[src/hw/rtl/bdq_pkg.sv]
// bounded deque package: sizes, operation and status codes, item structs
// depends on nothing; used by bounded_deque_top and bdq_ctrl
`timescale 1ns / 1ps

package bdq_pkg;

    // ring size and stored word width
    localparam int DEPTH     = 16;
    localparam int WORD_BITS = 32;

    localparam int IDX_W     = (DEPTH > 1) ? $clog2(DEPTH) : 1;
    localparam int CNT_W     = $clog2(DEPTH + 1);
    localparam int CFG_W     = 5;
    localparam int CMP_W     = (CNT_W > CFG_W) ? CNT_W : CFG_W;
    localparam int SUM_W     = CNT_W + 1;
    localparam int OUT_W     = 32;
    localparam int OUT_CNT_W = 5;

    // operation codes
    localparam logic [2:0] MODE_PUSH_FRONT = 3'd0;
    localparam logic [2:0] MODE_PUSH_REAR  = 3'd1;
    localparam logic [2:0] MODE_POP_FRONT  = 3'd2;
    localparam logic [2:0] MODE_POP_REAR   = 3'd3;
    localparam logic [2:0] MODE_QUERY      = 3'd4;

    // status codes
    localparam logic [1:0] STATUS_OK    = 2'd0;
    localparam logic [1:0] STATUS_FULL  = 2'd1;
    localparam logic [1:0] STATUS_EMPTY = 2'd2;

    typedef logic [IDX_W-1:0]     t_idx;
    typedef logic [CNT_W-1:0]     t_cnt;
    typedef logic [WORD_BITS-1:0] t_word;

    typedef struct packed {
        logic [2:0]              mode;
        logic signed [OUT_W-1:0] value;
    } t_in_item;

    typedef struct packed {
        logic signed [OUT_W-1:0] front_word;
        logic signed [OUT_W-1:0] rear_word;
        logic [OUT_CNT_W-1:0]    entry_count;
        logic                    is_full;
        logic                    is_empty;
        logic [1:0]              status;
    } t_out_item;

    // control group from the sequencer to the output stage
    typedef struct packed {
        logic       load;
        logic [1:0] status;
        t_cnt       count;
        logic       full;
        logic       empty;
    } t_resp;

endpackage

[src/hw/rtl/bounded_deque_top.sv]
// bounded deque top level: sequencer, entry ram and result register
// depends on bdq_pkg, bdq_ram and bdq_ctrl
`timescale 1ns / 1ps

// Bounded double-ended queue of signed 32-bit words held in a 16-entry ring
// in a synchronous ram. Each input item carries an operation (push front,
// push rear, pop front, pop rear, query) and a word; each accepted item
// yields exactly one result item with the front and rear words after the
// operation (all ones when empty), the count, full and empty flags and a
// status (ok, push rejected because full, pop rejected because empty).
// A rejected operation leaves the queue unchanged. An accepted item goes
// through an update step (head pointer, count and a pushed word written),
// a ram read step for the front and rear entries and a load step into the
// result register; o_in_stall is high during the read and load steps, so
// no new item is taken until the current one is loaded. A finished result
// waits in its output register while the next item is accepted and worked
// on; only the final load step waits on a stalled output. The capacity
// limit (reset 16; 0 or above 16 acts as 16) is written through the config
// port; the user must do so while idle, as the block does not enforce it.
// If it is lowered below the current count the entries are kept and the
// queue reads full. No clearing pass: unwritten entries never reach a result.

module bounded_deque_top (
    input  logic                       i_clk,
    input  logic                       i_rst_n,
    input  logic                       i_in_valid,
    output logic                       o_in_stall,
    input  bdq_pkg::t_in_item          i_in_item,
    output logic                       o_out_valid,
    input  logic                       i_out_stall,
    output bdq_pkg::t_out_item         o_out_item,
    input  logic                       i_cfg_valid,
    output logic                       o_cfg_ready,
    input  logic [bdq_pkg::CFG_W-1:0]  i_cfg_data
);

    logic               ram_we;
    bdq_pkg::t_idx      ram_waddr;
    bdq_pkg::t_word     ram_wdata;
    logic               ram_re;
    bdq_pkg::t_idx      ram_raddr_front;
    bdq_pkg::t_idx      ram_raddr_rear;
    bdq_pkg::t_word     ram_front;
    bdq_pkg::t_word     ram_rear;
    bdq_pkg::t_resp     resp;

    logic               r_out_valid;
    bdq_pkg::t_out_item r_out_item;
    logic               out_busy;

    // the limit register takes a write in any cycle
    assign o_cfg_ready = 1'b1;

    // a result still held and stalled blocks the next load
    assign out_busy = r_out_valid && i_out_stall;

    bdq_ctrl u_ctrl (
        .i_clk             (i_clk),
        .i_rst_n           (i_rst_n),
        .i_in_valid        (i_in_valid),
        .o_in_stall        (o_in_stall),
        .i_in_item         (i_in_item),
        .i_cfg_valid       (i_cfg_valid),
        .i_cfg_data        (i_cfg_data),
        .i_out_busy        (out_busy),
        .o_ram_we          (ram_we),
        .o_ram_waddr       (ram_waddr),
        .o_ram_wdata       (ram_wdata),
        .o_ram_re          (ram_re),
        .o_ram_raddr_front (ram_raddr_front),
        .o_ram_raddr_rear  (ram_raddr_rear),
        .o_resp            (resp)
    );

    // entry store: write in the update cycle, read in the cycle after it,
    // so a read never overlaps the write of the same item
    bdq_ram #(
        .DEPTH (bdq_pkg::DEPTH),
        .WIDTH (bdq_pkg::WORD_BITS)
    ) u_ram (
        .i_clk     (i_clk),
        .i_we      (ram_we),
        .i_waddr   (ram_waddr),
        .i_wdata   (ram_wdata),
        .i_re      (ram_re),
        .i_raddr_a (ram_raddr_front),
        .i_raddr_b (ram_raddr_rear),
        .o_rdata_a (ram_front),
        .o_rdata_b (ram_rear)
    );

    // result register
    always_ff @(posedge i_clk) begin
        if (!i_rst_n) begin
            r_out_valid <= 1'b0;
        end else if (resp.load) begin
            r_out_valid <= 1'b1;
        end else if (r_out_valid && !i_out_stall) begin
            r_out_valid <= 1'b0;
        end
    end

    always_ff @(posedge i_clk) begin
        if (resp.load) begin
            if (resp.empty) begin
                r_out_item.front_word <= '1;
                r_out_item.rear_word  <= '1;
            end else begin
                // stored words are unsigned bits, zero extended to the port
                r_out_item.front_word <= bdq_pkg::OUT_W'(ram_front);
                r_out_item.rear_word  <= bdq_pkg::OUT_W'(ram_rear);
            end
            r_out_item.entry_count <= bdq_pkg::OUT_CNT_W'(resp.count);
            r_out_item.is_full     <= resp.full;
            r_out_item.is_empty    <= resp.empty;
            r_out_item.status      <= resp.status;
        end
    end

    assign o_out_valid = r_out_valid;
    assign o_out_item  = r_out_item;

endmodule

[src/hw/rtl/bdq_ram.sv]
// generic synchronous ram: one write port, two registered read ports
// depends on nothing
`timescale 1ns / 1ps

module bdq_ram #(
    parameter int DEPTH = 16,
    parameter int WIDTH = 32
) (
    input  logic                                     i_clk,
    input  logic                                     i_we,
    input  logic [((DEPTH > 1) ? $clog2(DEPTH) : 1)-1:0] i_waddr,
    input  logic [WIDTH-1:0]                         i_wdata,
    input  logic                                     i_re,
    input  logic [((DEPTH > 1) ? $clog2(DEPTH) : 1)-1:0] i_raddr_a,
    input  logic [((DEPTH > 1) ? $clog2(DEPTH) : 1)-1:0] i_raddr_b,
    output logic [WIDTH-1:0]                         o_rdata_a,
    output logic [WIDTH-1:0]                         o_rdata_b
);

    logic [WIDTH-1:0] r_mem [DEPTH];
    logic [WIDTH-1:0] r_rdata_a;
    logic [WIDTH-1:0] r_rdata_b;

    always_ff @(posedge i_clk) begin
        if (i_we) begin
            r_mem[i_waddr] <= i_wdata;
        end
    end

    always_ff @(posedge i_clk) begin
        if (i_re) begin
            r_rdata_a <= r_mem[i_raddr_a];
            r_rdata_b <= r_mem[i_raddr_b];
        end
    end

    assign o_rdata_a = r_rdata_a;
    assign o_rdata_b = r_rdata_b;

endmodule

[src/hw/rtl/bdq_ctrl.sv]
// deque sequencer: head pointer, occupancy, limit register and item sequencing
// depends on bdq_pkg; drives the ports of bdq_ram
`timescale 1ns / 1ps

module bdq_ctrl (
    input  logic                       i_clk,
    input  logic                       i_rst_n,
    input  logic                       i_in_valid,
    output logic                       o_in_stall,
    input  bdq_pkg::t_in_item          i_in_item,
    input  logic                       i_cfg_valid,
    input  logic [bdq_pkg::CFG_W-1:0]  i_cfg_data,
    input  logic                       i_out_busy,
    output logic                       o_ram_we,
    output bdq_pkg::t_idx              o_ram_waddr,
    output bdq_pkg::t_word             o_ram_wdata,
    output logic                       o_ram_re,
    output bdq_pkg::t_idx              o_ram_raddr_front,
    output bdq_pkg::t_idx              o_ram_raddr_rear,
    output bdq_pkg::t_resp             o_resp
);

    localparam logic [1:0] S_IDLE = 2'd0;
    localparam logic [1:0] S_READ = 2'd1;
    localparam logic [1:0] S_LOAD = 2'd2;

    logic [1:0]                r_state, n_state;
    bdq_pkg::t_idx             r_head,  n_head;
    bdq_pkg::t_cnt             r_occ,   n_occ;
    logic [1:0]                r_status, n_status;
    logic [bdq_pkg::CFG_W-1:0] r_cap;

    logic                      in_accept;
    logic [bdq_pkg::CMP_W-1:0] limit;
    logic                      full;
    logic                      load_now;

    // pos + n modulo DEPTH, pos below DEPTH and n at most DEPTH
    function automatic bdq_pkg::t_idx ring_add(bdq_pkg::t_idx pos, bdq_pkg::t_cnt n);
        logic [bdq_pkg::SUM_W-1:0] sum;
        sum = bdq_pkg::SUM_W'(pos) + bdq_pkg::SUM_W'(n);
        if (sum >= bdq_pkg::SUM_W'(bdq_pkg::DEPTH)) begin
            sum = sum - bdq_pkg::SUM_W'(bdq_pkg::DEPTH);
        end
        return bdq_pkg::IDX_W'(sum);
    endfunction

    function automatic bdq_pkg::t_idx ring_dec(bdq_pkg::t_idx pos);
        bdq_pkg::t_idx res;
        if (pos == '0) begin
            res = bdq_pkg::IDX_W'(bdq_pkg::DEPTH - 1);
        end else begin
            res = pos - 1'b1;
        end
        return res;
    endfunction

    function automatic bdq_pkg::t_idx ring_inc(bdq_pkg::t_idx pos);
        bdq_pkg::t_idx res;
        if (pos == bdq_pkg::IDX_W'(bdq_pkg::DEPTH - 1)) begin
            res = '0;
        end else begin
            res = pos + 1'b1;
        end
        return res;
    endfunction

    assign in_accept  = (r_state == S_IDLE) && i_in_valid;
    assign o_in_stall = (r_state != S_IDLE);

    // zero or out-of-range limit acts as the full ring
    always_comb begin
        if (r_cap == '0 || bdq_pkg::CMP_W'(r_cap) > bdq_pkg::CMP_W'(bdq_pkg::DEPTH)) begin
            limit = bdq_pkg::CMP_W'(bdq_pkg::DEPTH);
        end else begin
            limit = bdq_pkg::CMP_W'(r_cap);
        end
    end

    assign full = bdq_pkg::CMP_W'(r_occ) >= limit;

    always_comb begin
        n_state     = r_state;
        n_head      = r_head;
        n_occ       = r_occ;
        n_status    = r_status;
        o_ram_we    = 1'b0;
        o_ram_waddr = ring_add(r_head, r_occ);
        o_ram_wdata = bdq_pkg::WORD_BITS'($unsigned(i_in_item.value));
        o_ram_re    = 1'b0;
        load_now    = 1'b0;
        unique case (r_state)
            S_IDLE: begin
                if (in_accept) begin
                    n_status = bdq_pkg::STATUS_OK;
                    n_state  = S_READ;
                    unique case (i_in_item.mode)
                        bdq_pkg::MODE_PUSH_FRONT: begin
                            if (full) begin
                                n_status = bdq_pkg::STATUS_FULL;
                            end else begin
                                n_head      = ring_dec(r_head);
                                o_ram_we    = 1'b1;
                                o_ram_waddr = ring_dec(r_head);
                                n_occ       = r_occ + 1'b1;
                            end
                        end
                        bdq_pkg::MODE_PUSH_REAR: begin
                            if (full) begin
                                n_status = bdq_pkg::STATUS_FULL;
                            end else begin
                                o_ram_we = 1'b1;
                                n_occ    = r_occ + 1'b1;
                            end
                        end
                        bdq_pkg::MODE_POP_FRONT: begin
                            if (r_occ == '0) begin
                                n_status = bdq_pkg::STATUS_EMPTY;
                            end else begin
                                n_head = ring_inc(r_head);
                                n_occ  = r_occ - 1'b1;
                            end
                        end
                        bdq_pkg::MODE_POP_REAR: begin
                            if (r_occ == '0) begin
                                n_status = bdq_pkg::STATUS_EMPTY;
                            end else begin
                                n_occ = r_occ - 1'b1;
                            end
                        end
                        default: begin
                            // query and unused codes leave the state alone
                        end
                    endcase
                end
            end
            S_READ: begin
                o_ram_re = 1'b1;
                n_state  = S_LOAD;
            end
            S_LOAD: begin
                if (!i_out_busy) begin
                    load_now = 1'b1;
                    n_state  = S_IDLE;
                end
            end
            default: begin
                n_state = S_IDLE;
            end
        endcase
    end

    // front and rear of the updated ring; rear address only matters when not empty
    assign o_ram_raddr_front = r_head;
    assign o_ram_raddr_rear  = ring_add(r_head, r_occ - 1'b1);

    assign o_resp = '{load: load_now, status: r_status, count: r_occ, full: full,
                      empty: (r_occ == '0)};

    always_ff @(posedge i_clk) begin
        if (!i_rst_n) begin
            r_state  <= S_IDLE;
            r_head   <= '0;
            r_occ    <= '0;
            r_status <= bdq_pkg::STATUS_OK;
            r_cap    <= bdq_pkg::CFG_W'(16);
        end else begin
            r_state  <= n_state;
            r_head   <= n_head;
            r_occ    <= n_occ;
            r_status <= n_status;
            if (i_cfg_valid) begin
                r_cap <= i_cfg_data;
            end
        end
    end

    a_occ_bounded: assert property (@(posedge i_clk) disable iff (!i_rst_n)
        r_occ <= bdq_pkg::CNT_W'(bdq_pkg::DEPTH))
        else $error("occupancy above ring depth");

    a_accept_reads: assert property (@(posedge i_clk) disable iff (!i_rst_n)
        in_accept |=> (r_state == S_READ))
        else $error("accepted item not followed by ram read");

    a_write_on_push: assert property (@(posedge i_clk) disable iff (!i_rst_n)
        o_ram_we |-> (in_accept && !full &&
            (i_in_item.mode == bdq_pkg::MODE_PUSH_FRONT ||
             i_in_item.mode == bdq_pkg::MODE_PUSH_REAR)))
        else $error("ram written outside an accepted push");

    a_reject_keeps: assert property (@(posedge i_clk) disable iff (!i_rst_n)
        (in_accept && full && i_in_item.mode == bdq_pkg::MODE_PUSH_REAR) |=>
            (r_occ == $past(r_occ) && r_status == bdq_pkg::STATUS_FULL))
        else $error("rejected push changed occupancy");

    a_load_after_read: assert property (@(posedge i_clk) disable iff (!i_rst_n)
        o_resp.load |-> (r_state == S_LOAD && !i_out_busy))
        else $error("result loaded outside load step");

endmodule
[config.mk]
export PLATFORM = sky130hd
export DESIGN_NAME = bounded_deque_top
export DESIGN_NICKNAME = d
export VERILOG_FILES = /design/src/hw/rtl/bdq_pkg.sv /design/src/hw/rtl/bounded_deque_top.sv /design/src/hw/rtl/bdq_ram.sv /design/src/hw/rtl/bdq_ctrl.sv
export SDC_FILE = /design/constraint.sdc
export NUM_CORES = 1
export LEC_CHECK = 0
export ABC_AREA = 1
export BUFFER_PORTS_ARGS = -buffer_cell sky130_fd_sc_hd__buf_2
export CELL_PAD_IN_SITES_DETAIL_PLACEMENT = 1
export CELL_PAD_IN_SITES_GLOBAL_PLACEMENT = 2
export CORE_MARGIN = 2
export CORE_UTILIZATION = 40
export CTS_CLUSTER_DIAMETER = 40
export DETAILED_ROUTE_END_ITERATION = 10
export HOLD_SLACK_MARGIN = 0.05
export PLACE_DENSITY_LB_ADDON = 0.1
export SLEW_MARGIN = 20
export SYNTH_ARGS = -nofsm -noshare
export SYNTH_HDL_FRONTEND = slang
export SYNTH_HIERARCHICAL = 1
export SYNTH_SLANG_ARGS = --single-unit
export TNS_END_PERCENT = 50
[constraint.sdc]
create_clock -name i_clk -period 5.1 [get_ports i_clk]
set_clock_uncertainty 0.1 [all_clocks]
set_input_delay 1.02 -clock i_clk [delete_from_list [all_inputs] [get_ports i_clk]]
set_output_delay 1.02 -clock i_clk [all_outputs]
set_load 0.005 [all_outputs]
==> metrics.cfg <==
[layout]
fillCellCount=9483
drive_above_1_share=0.1170
syn2layout_area_growth_pct=16.02
finish.net_count=3838
final_cell_area_sq_mm=0.03938
final_core_utilization=0.4698

[clock_tree]
cts.sink_count=668
number_of_cts_inserted_buffers=121
clock_path_buffers=3
cts_htree_levels=3
worst_skew_pair.late_latency_ns=0.69
cts_tree=built
cts.clk_slew.worst_paths_ns=0.05
clk_root_buf=sky130_fd_sc_hd__clkbuf_16
post-cts-setup-buffers=0
cts_resized=0
ctsHoldBuffers=0

[routing]
drt_iter0_drc=1884
drtAntennaViolNets=0
finalWirelength_mm=119.0
drt_pass_1_iters=5
drt_drc_violations_left=0
via_density=5.406
dr_total_vias=27118
dr_wl_cell_um=23.72

[worst_hold_path]
hold_class=reg -> reg
timing.hold.worst.start=u_ctrl/r_status[1]

[sta]
fmax_ghz=0.2325
timing.slew.headroom=0.2026
max_slew.worst_pin.slew_ns=1.196
timing.final.max_slew_violations=0
finalHoldWorstSlack_ns=0.3375
setup_tns_ns=0
period_needed_ns=4.301
hold_viol_final=0
final.period_utilization=0.8433
finalSetupViolations=0
grt_setup_unrepaired=false

[global_route]
grt.total_usage=0.2734
grt_start_max_net_pins=171
globalRoute.totalOverflow=0
grt_pass1_vias=29034
global_route_wire_length_before_repair_mm=177.8
antenna_found_initial=12

[worst_setup_path]
cp_slowest_cell=sky130_fd_sc_hd__nor4_1
crit_required_ns=5.31
crit_arrival_ns=4.51
cp-startpoint=u_ctrl/r_cap[0]
worstSetupEndpointType=flip-flop
slowest_delay_ns=0.61
cp_cell_sequence=or4_1 > ha_1 > inv_1 > nand2_1 > ha_1 > nand2_1 > inv_1 > nand2_2 > nand3_4 > nor4_1 > nand3b_1 > nor2_4 > buf_4
worstSetupPathType=reg -> reg
critical_path_peak_fanout=32
cp-start-kind=flip-flop
worstReg2RegStart=u_ctrl/r_cap[0]

[synth]
synthesis.area_sq_mm=0.03394
asr_flop_ratio_synth=0
postSynthNetCount=3798
synth_seq_area_share=0.5854
yosysWarningCount=6
synthFlopType=sky130_fd_sc_hd__edfxtp_1
synth-seq-cells=668
synth_enable_flop_cells=649
synth_cell_type_count=44
syn_avg_cell_area_sq_um=9.093
syn-instance-count=3733

[power]
share_comb_of_total_power=0.143
switchingPower_mw=4.844
internal-power_mw=12.03
total_power_mw=16.87
switching_share=0.2871
clock_network_fraction_of_total_power=0.486
powerDensity_mw_per_mm2=428.4
worst_ir_drop_vdd_v=0.0002974
seq_power_share=0.371
power.static_leakage_nw=16.61

[place]
place.detailed.hpwl_mm=64.75
io_buffer_count=119
dpl_cell_area_sq_mm=0.03518
gp_routability_congestion=0.7994

[floorplanning]
placementRows=106
initial_core_util=0.4050
ioPinCount=121
die_height_um=295.3
floorplan.die_area_sq_mm=0.08721
die_width_um=295.3
core-area_sq_mm=0.08382

[job]
max_cap_violations=0

[outcome]
status=completed

path summary, 6_finish.rpt:
kind	endpoint	slack, ns	depth (start not counted)
setup / recovery	u_ram/r_mem[8][9]	0.80	13
hold / removal	o_out_item[1]	0.34	0
setup reg to reg	u_ram/r_mem[8][9]	0.80	13
hold reg to reg	o_out_item[1]	0.34	0
area by class of cell:
| cell class | count | area, sq um | area share |
|---|---|---|---|
| Antenna cell | 3 | 7.507 | 0.0001906 |
| Clock buffer | 128 | 3075 | 0.07809 |
| Clock inverter | 101 | 1119 | 0.02840 |
| Inverter | 554 | 2107 | 0.05350 |
| Multi-Input combinational cell | 2255 | 10420 | 0.2646 |
| Sequential cell | 668 | 19880 | 0.5048 |
| Tap cell | 1134 | 1419 | 0.03603 |
| Timing Repair Buffer | 173 | 1351 | 0.03431 |
flip-flops by register name (all words and copies together), names as in the netlist:
name,cells
o_out_item,73
o_out_valid,1
u_ctrl/o_ram_raddr_front,4
u_ctrl/r_cap,5
u_ctrl/r_occ,5
u_ctrl/r_state,2
u_ctrl/r_status,2
u_ram/o_rdata_a,32
u_ram/o_rdata_b,32
u_ram/r_mem,512
metrics by stage:
step           worst slack [ns]  cells
6_report                 0.7992   5016
3_3_place_gp             0.8828   4784
5_1_grt                  0.5478   5013
2_1_floorplan            0.7710   3733
4_1_cts                  0.7500   5013
3_5_place_dp             0.7641   4784
worst max-delay path: cells and delay by family (launching register included):
| family | cells | cell delay [ns] |
|---|---|---|
| simple gates | 8 | 2.17 |
| buf+inv | 3 | 0.73 |
| fa+ha+maj | 2 | 0.58 |
| flops | 1 | 0.31 |
power by group through the flow:
stage	Combinational, mW	Clock [mW]	Sequential, mW
after global routing	2.60	8.57	6.27
final	2.41	8.19	6.26
after global placement	2.37	0	6.37
after detailed placement	2.40	0	6.37
after CTS	2.41	8.34	6.26
after floorplan	1.53	0	6.33
per-layer routing:
layer	vias up	GRT usage	share of wire
met2	843	0.4484	0.47
li1	12293	-	-
met5	-	0	0.00055
met3	238	0.04428	0.060
met4	10	0.09447	0.027
met1	13734	0.3680	0.44
cell families (layout without fill, tap and decap cells):
group,count (synthesis),in the layout,share of synthesized area
other cells,1,4,0.0001105
flops,668,668,0.5854
buf+inv,810,956,0.1132
compound gates,32,32,0.005419
xor+xnor,12,12,0.003318
fa+ha+maj,20,20,0.007815
simple gates,2190,2190,0.2848
cell usage after synthesis, types with 11 or more instances:
library cell / instances / area, sq um
sky130_fd_sc_hd__or2_1: 60 / 375.4
sky130_fd_sc_hd__buf_4: 48 / 360.4
sky130_fd_sc_hd__ha_1: 18 / 225.2
sky130_fd_sc_hd__dfxtp_1: 19 / 380.4
sky130_fd_sc_hd__nand3_1: 916 / 4584
sky130_fd_sc_hd__edfxtp_1: 649 / 19490
sky130_fd_sc_hd__buf_1: 21 / 78.83
sky130_fd_sc_hd__nand2_1: 1146 / 4302
sky130_fd_sc_hd__a21oi_1: 14 / 70.07
sky130_fd_sc_hd__nor2_1: 34 / 127.6
sky130_fd_sc_hd__buf_6: 60 / 675.7
sky130_fd_sc_hd__inv_1: 539 / 2023
sky130_fd_sc_hd__inv_2: 11 / 41.29
sky130_fd_sc_hd__clkbuf_1: 14 / 52.55
sky130_fd_sc_hd__buf_2: 111 / 555.5
cell usage in the layout, fill, tap and decap left out, drive strengths merged:
| cell type | instances |
|---|---|
| nand3b | 2 |
| edfxtp | 649 |
| nor2 | 39 |
| o31ai | 1 |
| clkinv | 51 |
| clkinvlp | 18 |
| diode | 3 |
| a21o | 1 |
| buf | 173 |
| o21ai | 11 |
| nor3 | 2 |
| fa | 2 |
| a21oi | 16 |
| nand2 | 1155 |
| nand4 | 5 |
| or2 | 64 |
| nand3 | 921 |
| conb | 1 |
| or4 | 1 |
| nor4 | 1 |
| ha | 18 |
| clkbuf | 128 |
| inv | 571 |
| xnor2 | 3 |
| dfxtp | 19 |
| a31oi | 3 |
| bufinv | 15 |
| xor2 | 9 |
Power figures use the tool's default switching activity.
